File: config.mk
export PLATFORM = sky130hd
export DESIGN_NAME = kruskal_cycle_filter_core_flat
export DESIGN_NICKNAME = d
export VERILOG_FILES = /design/src/design/kcf_pkg.sv /design/src/design/kcf_req_if.sv /design/src/design/kcf_rsp_if.sv /design/src/design/kruskal_cycle_filter_core.sv /design/src/flat_wrapper.sv
export SDC_FILE = /design/constraint.sdc
export NUM_CORES = 1
export LEC_CHECK = 0
export BUFFER_PORTS_ARGS = -buffer_cell sky130_fd_sc_hd__buf_2
export CORE_ASPECT_RATIO = 1.75
export CORE_UTILIZATION = 32
export CTS_CLUSTER_DIAMETER = 150
export DETAILED_ROUTE_END_ITERATION = 10
export HOLD_SLACK_MARGIN = 0.06
export SYNTH_ARGS = -nofsm -noshare
export SYNTH_HDL_FRONTEND = slang
export SYNTH_SLANG_ARGS = --single-unit
File: constraint.sdc
create_clock -name clock -period 5.2 [get_ports clock]
set_clock_uncertainty 0.15 [all_clocks]
set_input_delay 1.04 -clock clock [delete_from_list [all_inputs] [get_ports clock]]
set_output_delay 1.04 -clock clock [all_outputs]
set_load 0.02 [all_outputs]
File: src/design/kcf_pkg.sv
package kcf_pkg;

   // Widths fixed by the transaction fields and the register.
   localparam int VERTEX_W = 6;
   localparam int WEIGHT_W = 16;
   localparam int COST_W   = 22;
   localparam int COUNT_W  = 6;
   localparam int VCOUNT_W = 7;

   localparam int MAX_VERTICES_DEFAULT = 64;

   // Saturation limits of the running totals.
   localparam logic [COUNT_W-1:0]       COUNT_MAX = '1;
   localparam logic signed [COST_W:0]   COST_MAX  = (COST_W+1)'((1 << (COST_W - 1)) - 1);
   localparam logic signed [COST_W:0]   COST_MIN  = -(COST_W+1)'(1 << (COST_W - 1));

   // Register port.
   localparam int CSR_DATA_W = 32;
   localparam int CSR_ADDR_W = 3;
   localparam logic [CSR_ADDR_W-1:0] CSR_VERTEX_COUNT_ADDR = CSR_ADDR_W'(0);

endpackage

File: src/design/kcf_req_if.sv
interface kcf_req_if;

   logic                                valid;
   logic                                ready;
   logic                                first_edge;
   logic [kcf_pkg::VERTEX_W-1:0]        tail_vertex;
   logic [kcf_pkg::VERTEX_W-1:0]        head_vertex;
   logic signed [kcf_pkg::WEIGHT_W-1:0] edge_weight;

   modport source (output valid, first_edge, tail_vertex, head_vertex, edge_weight,
                   input ready);
   modport sink   (input valid, first_edge, tail_vertex, head_vertex, edge_weight,
                   output ready);

endinterface

File: src/design/kcf_rsp_if.sv
interface kcf_rsp_if;

   logic                              valid;
   logic                              ready;
   logic                              accepted;
   logic [kcf_pkg::COUNT_W-1:0]       tree_edge_count;
   logic signed [kcf_pkg::COST_W-1:0] total_cost;
   logic                              complete;

   modport source (output valid, accepted, tree_edge_count, total_cost, complete,
                   input ready);
   modport sink   (input valid, accepted, tree_edge_count, total_cost, complete,
                   output ready);

endinterface

File: src/design/kruskal_cycle_filter_core.sv
// Union-find cycle filter for a Kruskal spanning tree. Edges arrive one per
// request transaction in ascending weight order; each produces exactly one
// response transaction that tells whether the edge joined two trees, together
// with the running edge count, the saturated running cost and the completion
// flag. A request with first_edge set starts a new graph. The block handles one
// edge at a time: an edge that is walked follows the parent links from the tail
// vertex and then from the head vertex to their roots, each link step being one
// read of the parent memory in CHECK followed by FETCH, which takes its
// registered data; the edge then passes through LINK and FINISH. An edge that is
// skipped (tree already complete, or a vertex out of range) goes straight from
// acceptance to FINISH. A finished response waits in its output register, and
// the next request is taken meanwhile. The user must write vertex_count through
// the register port only while the block is idle; the block does not enforce it.

module kruskal_cycle_filter_core #(
   parameter int MAX_VERTICES = kcf_pkg::MAX_VERTICES_DEFAULT
) (
   input  logic                            clock,
   input  logic                            reset,

   kcf_req_if.sink                         req_bus,
   kcf_rsp_if.source                       rsp_bus,

   input  logic                            psel,
   input  logic                            penable,
   input  logic                            pwrite,
   input  logic [kcf_pkg::CSR_ADDR_W-1:0]  paddr,
   input  logic [kcf_pkg::CSR_DATA_W-1:0]  pwdata,
   output logic [kcf_pkg::CSR_DATA_W-1:0]  prdata,
   output logic                            pready
);

   // Width of a vertex index into the forest.
   localparam int VIDX_W = $clog2(MAX_VERTICES);
   // Common width for widening or narrowing an incoming vertex number.
   localparam int EXT_W  = (VIDX_W > kcf_pkg::VERTEX_W) ? VIDX_W : kcf_pkg::VERTEX_W;

   typedef enum logic [2:0] {
      ST_IDLE,
      ST_CHECK,
      ST_FETCH,
      ST_LINK,
      ST_FINISH
   } state_type;

   // ---------------------------------------------------------------------
   // Register port. The only register is vertex_count; pready is constant.
   // ---------------------------------------------------------------------
   logic [kcf_pkg::VCOUNT_W-1:0] vertex_count_ff, vertex_count_in;
   logic                         csr_write;

   assign pready    = 1'b1;
   assign csr_write = psel && penable && pwrite && pready
                      && (paddr == kcf_pkg::CSR_VERTEX_COUNT_ADDR);
   assign prdata    = (paddr == kcf_pkg::CSR_VERTEX_COUNT_ADDR) ?
                      kcf_pkg::CSR_DATA_W'(vertex_count_ff) : '0;

   always_comb begin
      vertex_count_in = vertex_count_ff;
      if (csr_write) begin
         vertex_count_in = pwdata[kcf_pkg::VCOUNT_W-1:0];
      end
   end

   // ---------------------------------------------------------------------
   // Forest storage. The parent memory has one read and one write port and
   // a registered read; its entries need no reset because an entry is only
   // followed once its root bit has been cleared, which happens together
   // with the write. The root bits are flip-flops that a new graph sets at
   // once.
   // ---------------------------------------------------------------------
   logic [VIDX_W-1:0]       parent_mem [MAX_VERTICES];
   logic [VIDX_W-1:0]       mem_q_ff;
   logic [MAX_VERTICES-1:0] is_root_ff, is_root_in;

   // Sequencer state and the per-edge working registers.
   state_type                            state_ff, state_in;
   logic [VIDX_W-1:0]                    cur_ff, cur_in;
   logic [VIDX_W-1:0]                    head_idx_ff, head_idx_in;
   logic [VIDX_W-1:0]                    root_tail_ff, root_tail_in;
   logic                                 walk_head_ff, walk_head_in;
   logic signed [kcf_pkg::WEIGHT_W-1:0]  weight_ff, weight_in;
   logic                                 accepted_ff, accepted_in;

   // Graph totals.
   logic [kcf_pkg::COUNT_W-1:0]          count_ff, count_in;
   logic signed [kcf_pkg::COST_W-1:0]    cost_ff, cost_in;
   logic                                 done_ff, done_in;

   // Response register.
   logic                                 rsp_valid_ff, rsp_valid_in;
   logic                                 rsp_accepted_ff, rsp_accepted_in;
   logic [kcf_pkg::COUNT_W-1:0]          rsp_count_ff, rsp_count_in;
   logic signed [kcf_pkg::COST_W-1:0]    rsp_cost_ff, rsp_cost_in;
   logic                                 rsp_complete_ff, rsp_complete_in;

   // Incoming vertex numbers resized to index width, and their range check.
   logic [EXT_W-1:0]  tail_ext, head_ext;
   logic [VIDX_W-1:0] tail_idx, head_idx;
   logic              in_range;
   logic              req_fire;
   logic              link_now;

   // Arithmetic used when an edge is linked.
   logic [kcf_pkg::COUNT_W-1:0]       count_next;
   logic [kcf_pkg::VCOUNT_W-1:0]      count_plus_one;
   logic signed [kcf_pkg::COST_W:0]   cost_sum;
   logic signed [kcf_pkg::COST_W-1:0] cost_next;

   assign tail_ext = EXT_W'(req_bus.tail_vertex);
   assign head_ext = EXT_W'(req_bus.head_vertex);
   assign tail_idx = tail_ext[VIDX_W-1:0];
   assign head_idx = head_ext[VIDX_W-1:0];
   assign in_range = (32'(req_bus.tail_vertex) < 32'(MAX_VERTICES))
                     && (32'(req_bus.head_vertex) < 32'(MAX_VERTICES));

   assign req_bus.ready = (state_ff == ST_IDLE);
   assign req_fire      = req_bus.valid && req_bus.ready;

   // In the link step cur_ff holds the head's root.
   assign link_now = (state_ff == ST_LINK) && (cur_ff != root_tail_ff);

   assign count_next     = (count_ff == kcf_pkg::COUNT_MAX) ? count_ff : count_ff + 1'b1;
   // The tree is complete when count >= vertex_count - 1, i.e. count + 1 >= vertex_count.
   assign count_plus_one = kcf_pkg::VCOUNT_W'(count_next) + 1'b1;
   assign cost_sum       = (kcf_pkg::COST_W+1)'(cost_ff) + (kcf_pkg::COST_W+1)'(weight_ff);
   always_comb begin
      if (cost_sum > kcf_pkg::COST_MAX) begin
         cost_next = kcf_pkg::COST_MAX[kcf_pkg::COST_W-1:0];
      end else if (cost_sum < kcf_pkg::COST_MIN) begin
         cost_next = kcf_pkg::COST_MIN[kcf_pkg::COST_W-1:0];
      end else begin
         cost_next = cost_sum[kcf_pkg::COST_W-1:0];
      end
   end

   // ---------------------------------------------------------------------
   // Sequencer. One walker runs the tail's root search, then the head's:
   // CHECK tests the root bit of the current vertex and starts a memory
   // read, FETCH moves to the parent that the read returned.
   // ---------------------------------------------------------------------
   always_comb begin
      state_in        = state_ff;
      cur_in          = cur_ff;
      head_idx_in     = head_idx_ff;
      root_tail_in    = root_tail_ff;
      walk_head_in    = walk_head_ff;
      weight_in       = weight_ff;
      accepted_in     = accepted_ff;
      is_root_in      = is_root_ff;
      count_in        = count_ff;
      cost_in         = cost_ff;
      done_in         = done_ff;
      rsp_valid_in    = rsp_valid_ff;
      rsp_accepted_in = rsp_accepted_ff;
      rsp_count_in    = rsp_count_ff;
      rsp_cost_in     = rsp_cost_ff;
      rsp_complete_in = rsp_complete_ff;

      if (rsp_valid_ff && rsp_bus.ready) begin
         rsp_valid_in = 1'b0;
      end

      unique case (state_ff)
         ST_IDLE: begin
            if (req_fire) begin
               cur_in       = tail_idx;
               head_idx_in  = head_idx;
               weight_in    = req_bus.edge_weight;
               walk_head_in = 1'b0;
               accepted_in  = 1'b0;
               if (req_bus.first_edge) begin
                  is_root_in = '1;
                  count_in   = '0;
                  cost_in    = '0;
                  done_in    = 1'b0;
               end
               if ((done_ff && !req_bus.first_edge) || !in_range) begin
                  state_in = ST_FINISH;
               end else begin
                  state_in = ST_CHECK;
               end
            end
         end
         ST_CHECK: begin
            if (is_root_ff[cur_ff]) begin
               if (walk_head_ff) begin
                  state_in = ST_LINK;
               end else begin
                  root_tail_in = cur_ff;
                  cur_in       = head_idx_ff;
                  walk_head_in = 1'b1;
               end
            end else begin
               state_in = ST_FETCH;
            end
         end
         ST_FETCH: begin
            cur_in   = mem_q_ff;
            state_in = ST_CHECK;
         end
         ST_LINK: begin
            if (link_now) begin
               is_root_in[cur_ff] = 1'b0;
               accepted_in        = 1'b1;
               count_in           = count_next;
               cost_in            = cost_next;
               if (count_plus_one >= vertex_count_ff) begin
                  done_in = 1'b1;
               end
            end
            state_in = ST_FINISH;
         end
         ST_FINISH: begin
            if (!rsp_valid_ff || rsp_bus.ready) begin
               rsp_valid_in    = 1'b1;
               rsp_accepted_in = accepted_ff;
               rsp_count_in    = count_ff;
               rsp_cost_in     = cost_ff;
               rsp_complete_in = done_ff;
               state_in        = ST_IDLE;
            end
         end
         default: begin
            state_in = ST_IDLE;
         end
      endcase
   end

   always_ff @(posedge clock) begin
      if (reset) begin
         state_ff        <= ST_IDLE;
         is_root_ff      <= '1;
         count_ff        <= '0;
         cost_ff         <= '0;
         done_ff         <= 1'b0;
         rsp_valid_ff    <= 1'b0;
         vertex_count_ff <= '0;
      end else begin
         state_ff        <= state_in;
         is_root_ff      <= is_root_in;
         count_ff        <= count_in;
         cost_ff         <= cost_in;
         done_ff         <= done_in;
         rsp_valid_ff    <= rsp_valid_in;
         vertex_count_ff <= vertex_count_in;
      end
      cur_ff          <= cur_in;
      head_idx_ff     <= head_idx_in;
      root_tail_ff    <= root_tail_in;
      walk_head_ff    <= walk_head_in;
      weight_ff       <= weight_in;
      accepted_ff     <= accepted_in;
      rsp_accepted_ff <= rsp_accepted_in;
      rsp_count_ff    <= rsp_count_in;
      rsp_cost_ff     <= rsp_cost_in;
      rsp_complete_ff <= rsp_complete_in;
   end

   // Parent memory: the head's root is hung under the tail's root.
   always_ff @(posedge clock) begin
      if (link_now) begin
         parent_mem[cur_ff] <= root_tail_ff;
      end
      mem_q_ff <= parent_mem[cur_ff];
   end

   assign rsp_bus.valid           = rsp_valid_ff;
   assign rsp_bus.accepted        = rsp_accepted_ff;
   assign rsp_bus.tree_edge_count = rsp_count_ff;
   assign rsp_bus.total_cost      = rsp_cost_ff;
   assign rsp_bus.complete        = rsp_complete_ff;

   // ---------------------------------------------------------------------
   // Assertions.
   // ---------------------------------------------------------------------

   // A parent is only taken after the walker has issued its read.
   assert property (@(posedge clock) disable iff (reset)
      (state_ff == ST_FETCH) |-> $past(state_ff == ST_CHECK))
      else $error("parent taken without a preceding read");

   // The edge count only falls when a new graph is started.
   assert property (@(posedge clock) disable iff (reset)
      !(req_fire && req_bus.first_edge) |=> (count_ff >= $past(count_ff)))
      else $error("edge count fell within a graph");

   // A response is only raised from the finishing step.
   assert property (@(posedge clock) disable iff (reset)
      $rose(rsp_valid_ff) |-> $past(state_ff == ST_FINISH))
      else $error("response raised outside the finishing step");

   // An accepted edge is always counted.
   assert property (@(posedge clock) disable iff (reset)
      (rsp_valid_ff && rsp_accepted_ff) |-> (rsp_count_ff != '0))
      else $error("accepted edge reported with a zero count");

endmodule
File: src/flat_wrapper.sv
// flat-port wrapper written by rule: the top's interface ports become plain ports
module kruskal_cycle_filter_core_flat 
#(
   parameter int MAX_VERTICES = kcf_pkg::MAX_VERTICES_DEFAULT
)
  (clock, reset, psel, penable, pwrite, paddr, pwdata, prdata, pready, req_bus_valid, req_bus_first_edge, req_bus_tail_vertex, req_bus_head_vertex, req_bus_edge_weight, req_bus_ready, rsp_bus_valid, rsp_bus_accepted, rsp_bus_tree_edge_count, rsp_bus_total_cost, rsp_bus_complete, rsp_bus_ready);
  kcf_req_if req_bus_i ();
  kcf_rsp_if rsp_bus_i ();
  input  logic clock;
  input  logic reset;
  input  logic psel;
  input  logic penable;
  input  logic pwrite;
  input  logic [kcf_pkg::CSR_ADDR_W-1:0] paddr;
  input  logic [kcf_pkg::CSR_DATA_W-1:0] pwdata;
  output logic [kcf_pkg::CSR_DATA_W-1:0] prdata;
  output logic pready;
  input wire logic [$bits(req_bus_i.valid)-1:0] req_bus_valid;
  input wire logic [$bits(req_bus_i.first_edge)-1:0] req_bus_first_edge;
  input wire logic [$bits(req_bus_i.tail_vertex)-1:0] req_bus_tail_vertex;
  input wire logic [$bits(req_bus_i.head_vertex)-1:0] req_bus_head_vertex;
  input wire logic [$bits(req_bus_i.edge_weight)-1:0] req_bus_edge_weight;
  output wire logic [$bits(req_bus_i.ready)-1:0] req_bus_ready;
  output wire logic [$bits(rsp_bus_i.valid)-1:0] rsp_bus_valid;
  output wire logic [$bits(rsp_bus_i.accepted)-1:0] rsp_bus_accepted;
  output wire logic [$bits(rsp_bus_i.tree_edge_count)-1:0] rsp_bus_tree_edge_count;
  output wire logic [$bits(rsp_bus_i.total_cost)-1:0] rsp_bus_total_cost;
  output wire logic [$bits(rsp_bus_i.complete)-1:0] rsp_bus_complete;
  input wire logic [$bits(rsp_bus_i.ready)-1:0] rsp_bus_ready;
  assign req_bus_i.valid = req_bus_valid;
  assign req_bus_i.first_edge = req_bus_first_edge;
  assign req_bus_i.tail_vertex = req_bus_tail_vertex;
  assign req_bus_i.head_vertex = req_bus_head_vertex;
  assign req_bus_i.edge_weight = req_bus_edge_weight;
  assign req_bus_ready = req_bus_i.ready;
  assign rsp_bus_valid = rsp_bus_i.valid;
  assign rsp_bus_accepted = rsp_bus_i.accepted;
  assign rsp_bus_tree_edge_count = rsp_bus_i.tree_edge_count;
  assign rsp_bus_total_cost = rsp_bus_i.total_cost;
  assign rsp_bus_complete = rsp_bus_i.complete;
  assign rsp_bus_i.ready = rsp_bus_ready;
  kruskal_cycle_filter_core #(.MAX_VERTICES(MAX_VERTICES)) u_core (.clock(clock), .reset(reset), .req_bus(req_bus_i), .rsp_bus(rsp_bus_i), .psel(psel), .penable(penable), .pwrite(pwrite), .paddr(paddr), .pwdata(pwdata), .prdata(prdata), .pready(pready));
endmodule
==> results.tsv, run 1 <==
stage	metric	value	unit
cells_and_area	nets	1866	
place	routabilityCongestion	0.886	
global_route	antenna_found_initial	0	
worst_setup_path	worstPathArrival	4.19	ns
yosys	ys_seq_elements	560	
detailed_routing	drc	0	
yosys	yosysWarnings	0	
cts	clkLatencyLatePin	0.61	ns
cts	path_clk_slew	0.07	ns
yosys	synth_area_leaders	edfxtp_1, dfxtp_1, o21ai_0, nand2_1, nor2_1	
cts	root_buffer	clkbuf_16	
global_route	gr-usage-met1	17.5	%
yosys	synth.cell_area	23100	um^2
worst_setup_path	startpoint_type	flop	
place	dp_slack	1.21	ns
cts	cts_resized	0	
pwr	combPwrFrac	32.1	%
worst_setup_path	worstPathRequired	5.33	ns
floorplanning	die_area	73400	um^2
timing	fmaxAchievable	246	MHz
global_route	grt_usage	17.4	%
run_status	outcome	finished, final reports clean	
timing	fin_crit	4.07	ns
timing	timing.slew.headroom	20.1	%
timing	post-route-period-util	78.2	%
yosys	yosys.cell_count.top_type	edfxtp_1	
cts	numClockSinks	560	
yosys	synth_edf_count	450	
global_route	grt_util_met3	1.64	%
cells_and_area	seq_area	15700	um^2
pwr	p_seq_share	40.5	%
cts	postCtsHoldBufs	0	
worst_setup_path	cp_max_fo	13	
cts	post-cts-setup-buffers	0	
worst_setup_path	cp_slowest_stage_delay	0.89	ns
yosys	syn_area_per_cell	13.8	um^2
cells_and_area	fill_cells	6789	
place	hpwl	44600	um
pwr	p_leak	8.71	nW
floorplanning	rows	130	
worst_setup_path	cp_slowest_cell	nor2b_1	
timing	max_slew.worst_pin.slew	1.19	ns
floorplanning	num_io_pins	136	
cells_and_area	postLayoutCellArea	26100	um^2
yosys	synth_cell_type_count	80	
global_route	busiest_layer	met2	
place	place_area	24500	um^2
timing	tns	0	ns
worst_setup_path	critPathKind	reg -> reg	
detailed_routing	wl_per_cell	23.7	um
pwr	p_clk_share	27.3	%
yosys	netlist.area_leader.share	58.4	%
worst_setup_path	cp-end-kind	flop	
global_route	grt_max_degree	65	
detailed_routing	drt-pass1-iter-count	8	
timing	fin_ws	1.13	ns
timing	final_max_slew_viol_count	0	
yosys	synth_largest_area_cell	edfxtp_1	
yosys	synth_common_cells	edfxtp_1, nand2_1, nor2_1	
worst_setup_path	r2r_slack	1.13	ns
detailed_routing	via_per_inst	5.42	
worst_hold_path	min_path_type	reg -> reg	
detailed_routing	ant_nets	0	
yosys	synthCells	1682	
yosys	ys_async_sr_fraction	0	%
cts	tritoncts	built	
pwr	p_per_area	519	nW/um^2
detailed_routing	drt_wl_total	64400	um
flow_run	drv_cap	0	
worst_setup_path	crit_chain	nor2b_1, buf_4, a22oi_1, o22ai_1, a222oi_1, and4b_1, nor4_2, buf_4, nand2b_1	
place	port_buffers	84	
global_route	use_met2	33.3	%
cells_and_area	syn2layout_area_growth	12.8	%
timing	rsz0062_at_grt	no	
cells_and_area	multi_input_area	6770	um^2
timing	setup_viol	0	
floorplanning	core	71700	um^2
global_route	grt_pass1_wl	94900	um
detailed_routing	drtIter0Drc	1442	
global_route	grt_pass1_vias	14900	
pwr	sw_frac_of_total	35.6	%
detailed_routing	vias	14800	
yosys	ys.flop_type	edfxtp_1	
cells_and_area	antenna_cells	0	
pwr	p_sw	0.00482	W
global_route	overflow	0	
pwr	ir_worst_vdd	0.237	mV
cts	cts_buffer_depth	3	
cts	h-tree-depth	2	
floorplanning	die_height	358	um
pwr	p_int	0.00872	W
cts	cts_inserted_buffers	45	
floorplanning	start_util	32.3	%
cells_and_area	drive_gt1_share	15.6	%
worst_setup_path	crit_top_cell	buf_4	
yosys	seq_area_frac_synth	67.9	%
floorplanning	fp.dieW	205	um
timing	finalHoldViolCount	0	
## state kept, by name, indices dropped and copies added (netlist names), 3 cells and up
| name | count |
|---|---|
| u_core.root_tail_ff | 6 |
| u_core.mem_q_ff | 6 |
| u_core.count_ff | 6 |
| u_core.rsp_bus.total_cost | 22 |
| u_core.weight_ff | 16 |
| u_core.state_ff | 3 |
| u_core.parent_mem | 384 |
| u_core.cost_ff | 22 |
| u_core.head_idx_ff | 6 |
| u_core.vertex_count_ff | 7 |
| u_core.cur_ff | 6 |
| u_core.is_root_ff | 64 |
| u_core.rsp_bus.tree_edge_count | 6 |
## path summary, 6_finish.rpt
check,cells past startpoint,start,endpoint
min reg2reg,0,u_core.accepted_ff,u_core.rsp_bus.accepted
max reg2reg,9,u_core.cur_ff[0],u_core.cur_ff[1]
min,0,u_core.accepted_ff,u_core.rsp_bus.accepted
max,9,u_core.cur_ff[0],u_core.cur_ff[1]
## area by class of cell
| class | count | area share [%] |
|---|---|---|
| clock buffer | 51 | 4.40 |
| clock inverter | 33 | 1.61 |
| inverter | 17 | 0.244 |
| multi-input combinational | 1003 | 25.9 |
| sequential | 560 | 60.2 |
| tap | 924 | 4.43 |
| timing repair buffer | 136 | 3.15 |
## layer usage
layer  part of all wire, %  vias up
li1                      -     6599
met2                    54      599
met1                    34     7381
met4                   7.2        0
met5                     0        -
met3                   4.6      175
## cell usage in the layout (no fill, tap or decap), types with 13 or more instances in the layout
cell       netlist  routed
edfxtp_1       450     450
nand2_1        139     139
nor2_1         137     136
dfxtp_1        110     110
o21ai_0        108     108
buf_2           26      84
a21oi_1         80      79
a221oi_1        56      56
buf_4           30      51
a22oi_1         49      49
mux2_2          45      45
clkbuf_16        0      45
mux2i_1         41      41
ha_1            31      31
a221o_1         27      27
conb_1           2      26
and2_1          19      19
a22o_1          19      19
xnor2_1         17      17
inv_1           16      16
o22ai_1         14      14
mux4_2          14      14
a222oi_1        13      13
## metrics by stage
stage | power, W | hold WS (ns) | util [%] | std cells
after floorplan | 0.00821 | 0.250 | - | 1706
after detailed placement | 0.00987 | 0.255 | 34.2 | 2640
after global placement | 0.00985 | 0.255 | 34.2 | 2640
after CTS | 0.0135 | 0.271 | 36.4 | 2724
after global routing | 0.0140 | 0.294 | 36.4 | 2724
final | 0.0135 | 0.270 | 36.4 | 2724
## logic make-up (layout without fill, tap and decap cells)
logic type	Yosys count	count (layout)	synth area share, %
multiplexers	102	102	5.44
other	2	26	0.0324
AO/OA/AOI/OAI	435	435	13.0
AND/OR/NAND/NOR	376	376	7.30
adder cells (fa/ha/maj)	35	35	1.89
XOR/XNOR	29	29	1.10
flip-flops	560	560	67.9
buffers and inverters	143	237	3.30
## critical path, delay by kind of cell (launching register included)
family	cells	cell delay [ns]
and+or+nand+nor	4	1.65
DFF	1	0.82
buffers and inverters	2	0.57
AOI/OAI and AO/OA	3	0.54
## power by group through the flow
stage	sequential, W	clock (W)	combinational (W)
finish	0.00549	0.00370	0.00435
global route	0.00550	0.00390	0.00457
CTS	0.00548	0.00373	0.00432
detailed placement	0.00557	0	0.00430
global placement	0.00557	0	0.00428
floorplan	0.00556	0	0.00265
No activity file was read; power rests on OpenSTA's default activity.
==> run 2: changes to the inputs <==
==> constraint.sdc (replaced) <==
create_clock -name clock -period 3.4 [get_ports clock]
set_clock_uncertainty 0.15 [all_clocks]
set_input_delay 0.68 -clock clock [delete_from_list [all_inputs] [get_ports clock]]
set_output_delay 0.68 -clock clock [all_outputs]
set_load 0.02 [all_outputs]
==> results.tsv, run 2 (synthesized netlist as in run 1, its figures left out) <==
stage	metric	value	unit	change
cts	numClockSinks	560		unchanged
worst_setup_path	cp.depth	14		+5
timing	post-route-period-util	92.6	%	+14 points
timing	timing.slew.headroom	38.4	%	+18 points
floorplanning	rows	130		unchanged
cells_and_area	nets	1988		+6.5%
worst_hold_path	min_path_type	in -> reg		
pwr	p_leak	9.37	nW	+7.6%
floorplanning	num_io_pins	136		unchanged
cells_and_area	final_common_cell	edfxtp_1		
timing	fmaxAchievable	318	MHz	+29%
worst_setup_path	worstPathArrival	3.44	ns	-0.75 ns
timing	max_slew.worst_pin.slew	0.921	ns	-0.271 ns
global_route	grt_usage	17.5	%	+0.065 points
pwr	p_per_area	775	nW/um^2	+49%
worst_setup_path	timing.rr.start	u_core.count_ff[1]		
global_route	gr-usage-met1	18.1	%	+0.62 points
global_route	grt_pass1_vias	15500		+4.0%
place	hpwl	44800	um	+0.58%
place	dp_cells	2756		+4.4%
cells_and_area	drive_gt1_share	21.2	%	+5.7 points
cts	tritoncts	built		
worst_setup_path	startpoint_type	flop		
floorplanning	start_util	32.3	%	unchanged
detailed_routing	vias	15200		+3.4%
worst_setup_path	rr_worst_depth	14		+5
timing	setup_viol	0		unchanged
cells_and_area	seq_area	15700	um^2	unchanged
detailed_routing	drtIter0Drc	1312		-9.0%
global_route	overflow	0		unchanged
place	port_buffers	84		unchanged
global_route	grt_util_met3	1.68	%	+0.036 points
cells_and_area	top_regs	u_core.parent_mem x384, u_core.is_root_ff x64		
place	dp_slack	0.0797	ns	-1.13 ns
cts	h-tree-depth	2		unchanged
timing	fin_ws	0.252	ns	-0.882 ns
cells_and_area	multi_input_area	6790	um^2	+0.31%
global_route	antenna_found_initial	0		unchanged
cts	cts_buffer_depth	3		unchanged
cts	root_buffer	clkbuf_16		
global_route	use_met2	33.8	%	+0.44 points
cts	path_clk_slew	0.07	ns	about the same
timing	rsz0062_at_grt	no		
worst_setup_path	startpoint	u_core.count_ff[1]		
floorplanning	die_area	73400	um^2	unchanged
detailed_routing	ant_nets	0		unchanged
cells_and_area	regMostFlops	u_core.parent_mem		
worst_setup_path	cp-end-kind	flop		
place	routabilityCongestion	0.927		+4.7%
cells_and_area	syn2layout_area_growth	17.1	%	
worst_setup_path	cp_slowest_stage_delay	0.40	ns	-0.49 ns
cells_and_area	antenna_cells	0		unchanged
cts	cts_inserted_buffers	49		+8.9%
detailed_routing	drt_wl_total	64800	um	+0.62%
detailed_routing	via_per_inst	5.35		-1.2%
run_status	outcome	finished, final reports clean		
worst_setup_path	worst-path-buf-inv	1		-1
worst_setup_path	crit_family	adder cells		
worst_setup_path	cp_slowest_cell	dfxtp_1		
worst_setup_path	cp_max_fo	6		-7
global_route	grt_pass1_wl	96300	um	+1.5%
floorplanning	die_height	358	um	unchanged
global_route	grt_max_degree	65		unchanged
cts	clkLatencyLatePin	0.59	ns	-0.02 ns
cells_and_area	fill_cells	6718		-1.0%
cts	postCtsHoldBufs	0		unchanged
floorplanning	fp.dieW	205	um	unchanged
floorplanning	core	71700	um^2	unchanged
timing	tns	0	ns	unchanged
flow_run	drv_cap	0		unchanged
worst_setup_path	crit_top_cell	ha_1		
worst_setup_path	critPathKind	reg -> reg		
pwr	total_power	0.0210	W	+55%
worst_setup_path	timing.rr.end	u_core.done_ff		
worst_setup_path	r2r_slack	0.25	ns	-0.88 ns
timing	final_max_slew_viol_count	0		unchanged
global_route	busiest_layer	met2		
cells_and_area	final_cell_mix	edfxtp_1, buf_4, nand2_1		
timing	finalHoldViolCount	0		unchanged
worst_setup_path	crit_chain	ha_1, and2_1, nand4_1, buf_4, mux2_2, ha_1, nand3_1, xor2_1, ha_1, a21oi_1, o21ai_0, a31oi_1, nand2b_1, a21oi_1		
detailed_routing	wl_per_cell	22.7	um	-3.8%
timing	fin_crit	3.15	ns	-0.918 ns
worst_setup_path	cp-endpoint	u_core.done_ff		
worst_setup_path	worstPathRequired	3.69	ns	-1.64 ns
pwr	ir_worst_vdd	0.422	mV	+78%
worst_hold_path	hp-start	req_bus_edge_weight[5]		
detailed_routing	drc	0		unchanged
cells_and_area	largest_reg_flops	384		unchanged
detailed_routing	drt-pass1-iter-count	6		-2
cells_and_area	fin_cells	2850		+4.6%
## run 2: cell count changes in the layout (fill, tap and decap cells not counted), moves of 2 or more
| cell | delta |
|---|---|
| buf_12 | +7 |
| buf_4 | +111 |
| bufinv_16 | -7 |
| clkbuf_16 | +6 |
| clkbuf_8 | +2 |
| clkinv_1 | -2 |
| clkinv_2 | +7 |
## run 2: power breakdown
part	total [W]	internal [W]	leakage (nW)	switching [W]
Sequential	0.00827	0.00806	4.97	0.000213
Combinational	0.00722	0.00250	3.61	0.00471
Clock	0.00552	0.00297	0.783	0.00254
## run 2: worst min path at each step
stage,endpoint,cells past startpoint
3_5_place_dp,u_core.rsp_bus.accepted,0
2_1_floorplan,u_core.rsp_bus.accepted,0
5_1_grt,u_core.weight_ff[5],1
3_3_place_gp,u_core.rsp_bus.accepted,0
6_report,u_core.weight_ff[5],1
4_1_cts,u_core.weight_ff[5],1
## run 2: per-layer routing
layer / routed length [um] / up-vias
met5: 0 / -
met4: 3690 / 0
met3: 3510 / 167
met2: 35000 / 664
met1: 22700 / 7564
li1: - / 6854
## run 2: area by class of cell
cell class | count | area share [%]
Sequential cell | 560 | 58.0
Tap cell | 924 | 4.26
Timing Repair Buffer | 254 | 6.63
Multi-Input combinational cell | 1003 | 25.1
Clock buffer | 60 | 4.91
Inverter | 17 | 0.235
Clock inverter | 32 | 0.932
## run 2: metrics by stage
stage | hold WS [ns] | instance area [um^2] | util (%)
3_5_place_dp | 0.257 | 25500 | 35.5
3_3_place_gp | 0.253 | 25500 | 35.5
2_1_floorplan | 0.250 | 23200 | -
4_1_cts | 0.105 | 27100 | 37.7
6_report | 0.132 | 27100 | 37.8
5_1_grt | 0.107 | 27100 | 37.8
## run 2: what timing repair did
action | 4_1_cts | 5_1_grt
cloned | 0 | 0
resized for setup | 1 | 3
setup endpoints to repair | 1 | 9
hold endpoints to repair | 0 | 0
buffers inserted | 0 | 2
==> run 3: changes to the inputs <==
--- a/config.mk
+++ b/config.mk
@@ -8,9 +8,11 @@
 export BUFFER_PORTS_ARGS = -buffer_cell sky130_fd_sc_hd__buf_2
 export CORE_ASPECT_RATIO = 1.75
 export CORE_UTILIZATION = 32
+export CTS_BUF_LIST = sky130_fd_sc_hd__clkbuf_4
 export CTS_CLUSTER_DIAMETER = 150
 export DETAILED_ROUTE_END_ITERATION = 10
 export HOLD_SLACK_MARGIN = 0.06
+export RECOVER_POWER = 25
 export SYNTH_ARGS = -nofsm -noshare
 export SYNTH_HDL_FRONTEND = slang
 export SYNTH_SLANG_ARGS = --single-unit
==> constraint.sdc (replaced) <==
create_clock -name clock -period 3.4 [get_ports clock]
set_clock_uncertainty 0.15 [all_clocks]
set_input_delay 0.34 -clock clock [delete_from_list [all_inputs] [get_ports clock]]
set_output_delay 0.34 -clock clock [all_outputs]
set_load 0.02 [all_outputs]
==> results.tsv, run 3 (synthesized netlist as in run 1, its figures left out) <==
stage	metric	value	unit	change
detailed_routing	drc	0		unchanged
worst_setup_path	worstPathRequired	4.07	ns	+0.38 ns
place	place_area	25500	um^2	about the same
place	port_buffers	84		unchanged
timing	hold_ws	0.107	ns	-0.0250 ns
pwr	p_leak	9.87	nW	+5.3%
global_route	grt_pass1_vias	16700		+7.5%
cts	cts_inserted_buffers	119		+140%
pwr	p_per_area	742	nW/um^2	-4.2%
floorplanning	start_util	32.3	%	unchanged
cells_and_area	fin_cells	3079		+8.0%
flow_run	drv_cap	0		unchanged
place	routabilityCongestion	0.901		-2.8%
cells_and_area	fin_util	39.0	%	+1.2 points
detailed_routing	wl_per_cell	21.8	um	-4.0%
cts	h-tree-depth	3		+1
global_route	overflow	0		unchanged
worst_setup_path	cp-end-kind	flop		
worst_setup_path	crit_chain	buf_12, buf_4, nor2b_1, buf_4, buf_4, a221oi_1, a21oi_1, o21ai_0, o21ai_0, a21oi_1, o211ai_1		
cells_and_area	largest_reg_flops	384		unchanged
timing	fin_crit	3.32	ns	+0.173 ns
worst_setup_path	cp_slowest_cell	o21ai_0		
cts	root_buffer	clkbuf_4		
global_route	grt_max_degree	65		unchanged
cells_and_area	postLayoutCellArea	27900	um^2	+3.1%
floorplanning	die_height	358	um	unchanged
cells_and_area	final_cell_mix	edfxtp_1, clkbuf_4, buf_4		
cts	cts_buffer_depth	3		unchanged
global_route	grt_usage	18.3	%	+0.78 points
worst_setup_path	worst-path-buf-inv	4		+3
detailed_routing	ant_nets	0		unchanged
detailed_routing	vias	16100		+5.3%
detailed_routing	drt_wl_total	67200	um	+3.7%
global_route	grt_pass1_wl	100000	um	+3.8%
worst_setup_path	cp_slowest_stage_delay	0.63	ns	+0.23 ns
place	hpwl	45000	um	+0.43%
worst_setup_path	worstPathArrival	3.99	ns	+0.55 ns
worst_setup_path	cp_max_fo	28		+22
timing	finalHoldViolCount	0		unchanged
worst_setup_path	critPathKind	reg -> reg		
timing	final_max_slew_viol_count	0		unchanged
detailed_routing	via_per_inst	5.22		-2.5%
detailed_routing	drt-pass1-iter-count	6		unchanged
timing	max_slew.worst_pin.slew	1.47	ns	+0.545 ns
timing	fmaxAchievable	301	MHz	-5.2%
floorplanning	die_area	73400	um^2	unchanged
global_route	antenna_found_initial	2		+2
cells_and_area	regMostFlops	u_core.parent_mem		
cells_and_area	final_common_cell	edfxtp_1		
floorplanning	num_io_pins	136		unchanged
worst_hold_path	min_path_type	in -> reg		
worst_setup_path	crit_family	compound AO/OA/AOI/OAI gates		
cts	tritoncts	built		
run_status	outcome	finished, final reports clean		
timing	tns	0	ns	unchanged
timing	timing.slew.headroom	2.23	%	-36 points
pwr	ir_worst_vdd	0.401	mV	-5.0%
floorplanning	fp.dieW	205	um	unchanged
timing	rsz0062_at_grt	no		
cts	clkLatencyLatePin	0.97	ns	+0.38 ns
cts	numClockSinks	560		unchanged
timing	setup_viol	0		unchanged
cells_and_area	top_regs	u_core.parent_mem x384, u_core.is_root_ff x64		
cts	path_clk_slew	0.08	ns	about the same
cells_and_area	syn2layout_area_growth	20.8	%	
worst_setup_path	startpoint_type	flop		
place	dp_cells	2759		+0.11%
floorplanning	rows	130		unchanged
cells_and_area	drive_gt1_share	23.6	%	+2.4 points
timing	post-route-period-util	97.7	%	+5.1 points
floorplanning	core	71700	um^2	unchanged
worst_setup_path	crit_top_cell	buf_4		
cells_and_area	nets	2147		+8.0%
detailed_routing	drtIter0Drc	1333		+1.6%
[run 3: cell types whose count changed in the layout (fill, tap and decap cells not counted), sizes merged]
cell / change
diode: +4
clkbuf: +110
clkinvlp: -3
buf: -6
dlygate4sd3: +86
clkinv: +39
inv: -2
bufinv: +1
[run 3: final cells by class]
type | count | area (um^2)
antenna | 4 | 10.0
clock buffer | 161 | 1210
clock inverter | 67 | 360
fill | 6713 | 43800
inverter | 17 | 63.8
multi-input combinational | 1003 | 6790
sequential | 560 | 15700
tap | 924 | 1160
timing repair buffer | 343 | 2640
[run 3: final timing paths]
kind | slack, ns | end | cells past startpoint | startpoint
max | 0.08 | u_core.mem_q_ff[0] | 11 | u_core.cur_ff[0]
min | 0.11 | u_core.cur_ff[1] | 4 | req_bus_tail_vertex[1]
max reg2reg | 0.08 | u_core.mem_q_ff[0] | 11 | u_core.cur_ff[0]
min reg2reg | 0.27 | u_core.rsp_bus.total_cost[4] | 0 | u_core.cost_ff[4]
[run 3: worst min-delay path: stages]
cell	delay, ns
dlygate4sd3_1	0.54
buf_2	0.10
nand2_1	0.03
o21ai_0	0.09
[run 3: metal layers]
layer  up-vias  part of all wire [%]  track usage, %
met5         -                     0               0
li1       7254                     -               -
met1      8001                    35            18.1
met2       638                    55            35.1
met4         0                   5.4            11.3
met3       171                   5.3            2.47
[run 3: stage by stage]
stage | setup slack (ns) | total power, W
2_1_floorplan | 0.464 | 0.0126
3_3_place_gp | 0.170 | 0.0155
3_5_place_dp | 0.147 | 0.0155
4_1_cts | 0.0347 | 0.0208
5_1_grt | 0.0308 | 0.0215
6_report | 0.0797 | 0.0208
[run 3: report_power, final]
group / total [W] / leakage [nW] / switching (W) / internal, W
Clock: 0.00516 / 0.920 / 0.00269 / 0.00247
Combinational: 0.00733 / 3.97 / 0.00478 / 0.00256
Sequential: 0.00826 / 4.97 / 0.000183 / 0.00808
[run 3: timing repair]
item / CTS / global route
hold buffers: 86 / 0
endpoints found under the setup margin: 0 / 21
endpoints found under the hold margin: 141 / 0
buffers inserted: 0 / 2
gates resized for setup: 0 / 4
